$ cat src/sv/klca_ram.sv
module klca_ram #(
    parameter int WIDTH = 8,
    parameter int DEPTH = 16
) (
    input  logic                     clk,
    input  logic                     we,
    input  logic [$clog2(DEPTH)-1:0] waddr,
    input  logic [WIDTH-1:0]         wdata,
    input  logic [$clog2(DEPTH)-1:0] raddr,
    output logic [WIDTH-1:0]         rdata
);

    logic [WIDTH-1:0] mem [DEPTH];

    // one write port, registered read port
    always_ff @(posedge clk)
    begin
        if (we)
        begin
            mem[waddr] <= wdata;
        end
        rdata <= mem[raddr];
    end

endmodule

$ cat config.mk
export PLATFORM = sky130hd
export DESIGN_NAME = klca_ram
export DESIGN_NICKNAME = d
export VERILOG_FILES = /design/src/sv/klca_ram.sv
export SDC_FILE = /design/constraint.sdc
export NUM_CORES = 1
export LEC_CHECK = 0
export ABC_AREA = 1
export BUFFER_PORTS_ARGS = -buffer_cell sky130_fd_sc_hd__buf_2
export CELL_PAD_IN_SITES_DETAIL_PLACEMENT = 0
export CELL_PAD_IN_SITES_GLOBAL_PLACEMENT = 2
export CORE_ASPECT_RATIO = 1.75
export CORE_MARGIN = 2
export CORE_UTILIZATION = 40
export CTS_CLUSTER_SIZE = 12
export DETAILED_ROUTE_END_ITERATION = 6
export PLACE_DENSITY = 0.78
export SKIP_CTS_REPAIR_TIMING = 1
export SLEW_MARGIN = 10
export SYNTH_ARGS = -nofsm -noshare
export SYNTH_HDL_FRONTEND = slang
export SYNTH_SLANG_ARGS = --single-unit
$ cat constraint.sdc
create_clock -name clk -period 2.3 [get_ports clk]
set_input_delay 0.345 -clock clk [delete_from_list [all_inputs] [get_ports clk]]
set_output_delay 0.345 -clock clk [all_outputs]
set_load 0.03 [all_outputs]
## Yosys cells after proc, flatten, opt, wreduce, memory -nomap -nowiden

Memory sizes are Yosys's and may differ from the RTL's. A register that Yosys moved wholly into a read port is not among the register bits.
Index checks and enable logic that the tools add are counted.

- Bits in registers: 0
- RAM bits: 128
- Output and inout port bits: 8
- Logic and storage cells: 3
- Memories kept: 1

- Mux-type cells: 2

Memory list:

| memory | words | bits a word | rd ports | clocked after Yosys merged registers in | write ports | RTL line | source |
|---|---|---|---|---|---|---|---|
| mem | 16 | 8 | 1 | 1 | 1 | 13 | `logic [WIDTH-1:0] mem [DEPTH];` |

Operators with widths:

| operator | number |
|---|---|
| $mux W1 | 2 |

## Depth between registers and ports, before layout

- Word-level depth: 2
- Depth in mapped cells: 8
- Gate-level depth less buffers: 7

## Worst setup path before layout

No wires, ideal clock.

- Path kind: input -> register
- From: input waddr[2]
- To: memory mem[10][0], enable pin
- Library setup time: 0.370 ns
- Arrival time: 0.926 ns
- Setup slack: 1.004 ns
- Stages on the path: 2
- Cells stage by stage: nand3b_1 nor2_1

RTL lines:

| what | RTL line | source |
|---|---|---|
| start: declaration | 7 | `input logic [$clog2(DEPTH)-1:0] waddr,` |
| end: declaration | 13 |  |

Straight into the memory's write port.

## Worst setup path after layout

- From: register rdata[5], read port of mem
- To: output rdata[5]

RTL lines:

| what | RTL line | source |
|---|---|---|
| start: declaration | 10 | `output logic [WIDTH-1:0] rdata` |

No word-level cell between the ends.

==> impl_metrics.ini <==
[power_and_ir_drop]
pwr-share-clk_pct = 47.5
combinationalPowerShare_pct = 6.1
max-vdd-ir-drop_mv = 0.6701
p_per_area_mw_per_mm2 = 899.6
cellLeakagePower_nw = 2.886
intPower_mw = 4.688
sw_frac_of_total_pct = 22.06
p_seq_share_pct = 46.4
p_sw_mw = 1.327

[floorplan]
die_area_sq_mm = 0.01543
die_w_um = 94.77
core_sq_mm = 0.01422
die_h_um = 162.8
pin_count = 26
initial_utilization_pct = 40.54
rows = 58

[sta]
drv_slew = 0
period_share_pct = 58.98
setup_viol = 0
tightestPinTransition_ps = 763.2
rsz0062_at_grt = false
relSlewSlack_pct = 48.93
finalClockSkew_ps = 5.120
finalSetupTns_ps = 0
clock.fmax_mhz = 737.2
fin_crit_ps = 1356
fin_ws_ps = 943.5
finalHoldViolations = 0

[synth]
syn_nets = 569
synth_top_family_by_area = simple AND/OR/NAND/NOR gates
avgSynthCellArea_sq_um = 10.47
synthCells = 551
synth_commonest_cells = nand2_1, edfxtp_1, inv_1
async_flop_share_pct = 0
synth_top_area_share_pct = 66.65
yosys.area_share.simple_pct = 21.05
synth-main-ff-cell = edfxtp_1
ys_warn_count = 0
synth_area_leader_cell = edfxtp_1
synth_xor_area_share_pct = 0
netlist_top_cells_area = edfxtp_1, nand2_1, nand3_1, inv_1, dfxtp_1
synth-adder-area-share_pct = 0
synth_compound_area_share_pct = 0
synth_edf_count = 128
seq_area_frac_synth_pct = 69.43
synth_cell_types = 12
synth_mux_area_share_pct = 0
yosysMostFrequentCell = nand2_1
syn_area_sq_mm = 0.005767
synth_seq_cells = 136

[critical_path]
critical-path-top-delay-family = flip-flops
startpoint_type = register
crit_slowest_cell = dfxtp_1
worst-setup-path-type = reg2out
crit_chain = buf_2
arrival_ps = 1010
cp_max_fo = 1
end_kind = output port
crit-reg2reg-launch = mem[11][4]
cp-startpoint = rdata[5]
critPathRequiredTime_ps = 1960
cpPeakStageDelay_ps = 380
critPathBufInv = 1

[detailed_routing]
via_per_inst = 4.722
drt_first_iter_violations = 260
wl_per_cell_um = 17.88
firstDrtPassIters = 6
ant_nets = 0
drc_errors = 0
wirelength_mm = 13.89
vias = 3669

[finish]
multi_input_area_sq_mm = 0.001214
finish.utilization_pct = 47.01
final_nets = 602
fin_area_sq_mm = 0.006686
antenna_cells = 0
drive_gt1_share_pct = 11.73
num-fill-cells = 1337
areaGrowthSynthToFinish_pct = 15.95
seq_area_sq_mm = 0.004004

[clock_tree]
htreeDepth = 4
cts_tree = done
clk_latency_ps = 420
clock_path_buffers = 2
clock-sinks = 136
clockRootBuffer = clkbuf_16
cts_made_buffers = 17
cts.clk_slew.worst_paths_ps = 60

[grt]
grt_pass1_wl_mm = 21.19
antenna_found_initial = 0
grt_max_degree = 65
grt_pass1_vias = 3560
grt_use_total_pct = 19.55
grt-ovfl-total = 0

[min_path]
min-delay-start = raddr[3]
hold_class = in2reg

[placed_design]
pre_cts_ws_ps = 604.3
postPlaceCellArea_sq_mm = 0.006061
io_buffers = 25
dp_hpwl_mm = 8.848
routabilityCongestion = 0.8084

[outcome]
status = finished, final reports clean

[flow_run]
max_cap_viol_count = 0
[per-layer routing]
layer  track usage [%]  vias up  share of wire (%)
li1                  -     1838                  -
met5                 0        -                  0
met2             34.82       95                 55
met4             8.366        0                2.7
met1             22.86     1712                 39
met3             3.147       24                3.3
[cell usage in the layout, fill, tap and decap left out]
master        n
inv_1       100
inv_6         3
nand2_1     173
bufinv_16     4
edfxtp_1    128
nand3_1      97
buf_4        12
clkbuf_16    17
clkbuf_1      1
dfxtp_1       8
clkinv_1      1
clkinv_2      1
buf_12        1
inv_2         2
buf_2        25
clkinvlp_4    2
nor2_1       17
clkinv_4      3
nand3b_1      2
[power groups by stage]
stage	registers, mW	logic (mW)	clock network, mW
5_1_grt	2.79	0.410	3.00
2_1_floorplan	2.87	0.195	0
3_5_place_dp	2.84	0.376	0
3_3_place_gp	2.84	0.373	0
4_1_cts	2.79	0.377	2.88
6_report	2.79	0.370	2.86
[worst paths after layout]
path                   end  slack [ps]  cells past startpoint
setup / recovery  rdata[5]         940                      1
setup reg to reg  rdata[4]        1220                      6
hold reg to reg   rdata[2]         660                      6
hold / removal    rdata[2]         280                      3
[through the flow]
stage | power [mW] | hold WS (ps) | cells
4_1_cts | 6.051 | 264.9 | 777
2_1_floorplan | 3.063 | 443.9 | 551
6_report | 6.015 | 276.6 | 777
3_3_place_gp | 3.214 | 635.6 | 745
5_1_grt | 6.206 | 295.6 | 777
3_5_place_dp | 3.218 | 637.8 | 745
[flip-flops by register name (all words and copies together) (netlist names)]
signal,flops
mem,128
rdata,8
[worst min-delay path: stages]
cell and delay, ps:
buf_2 160, nand3_1 100, nand2_1 40
[logic make-up (layout without fill, tap and decap cells)]
kind of cell           count (synthesis)  after routing
buffers and inverters                126            172
DFF                                  136            136
and+or+nand+nor                      289            289
[cell type report]
class | instances | share of cell area (%)
sequential | 136 | 59.88
inverter | 102 | 5.726
tap | 180 | 3.368
multi-input combinational | 289 | 18.15
clock inverter | 14 | 2.938
timing repair buffer | 38 | 3.518
clock buffer | 18 | 6.418
(Power assumes the default switching activity.)
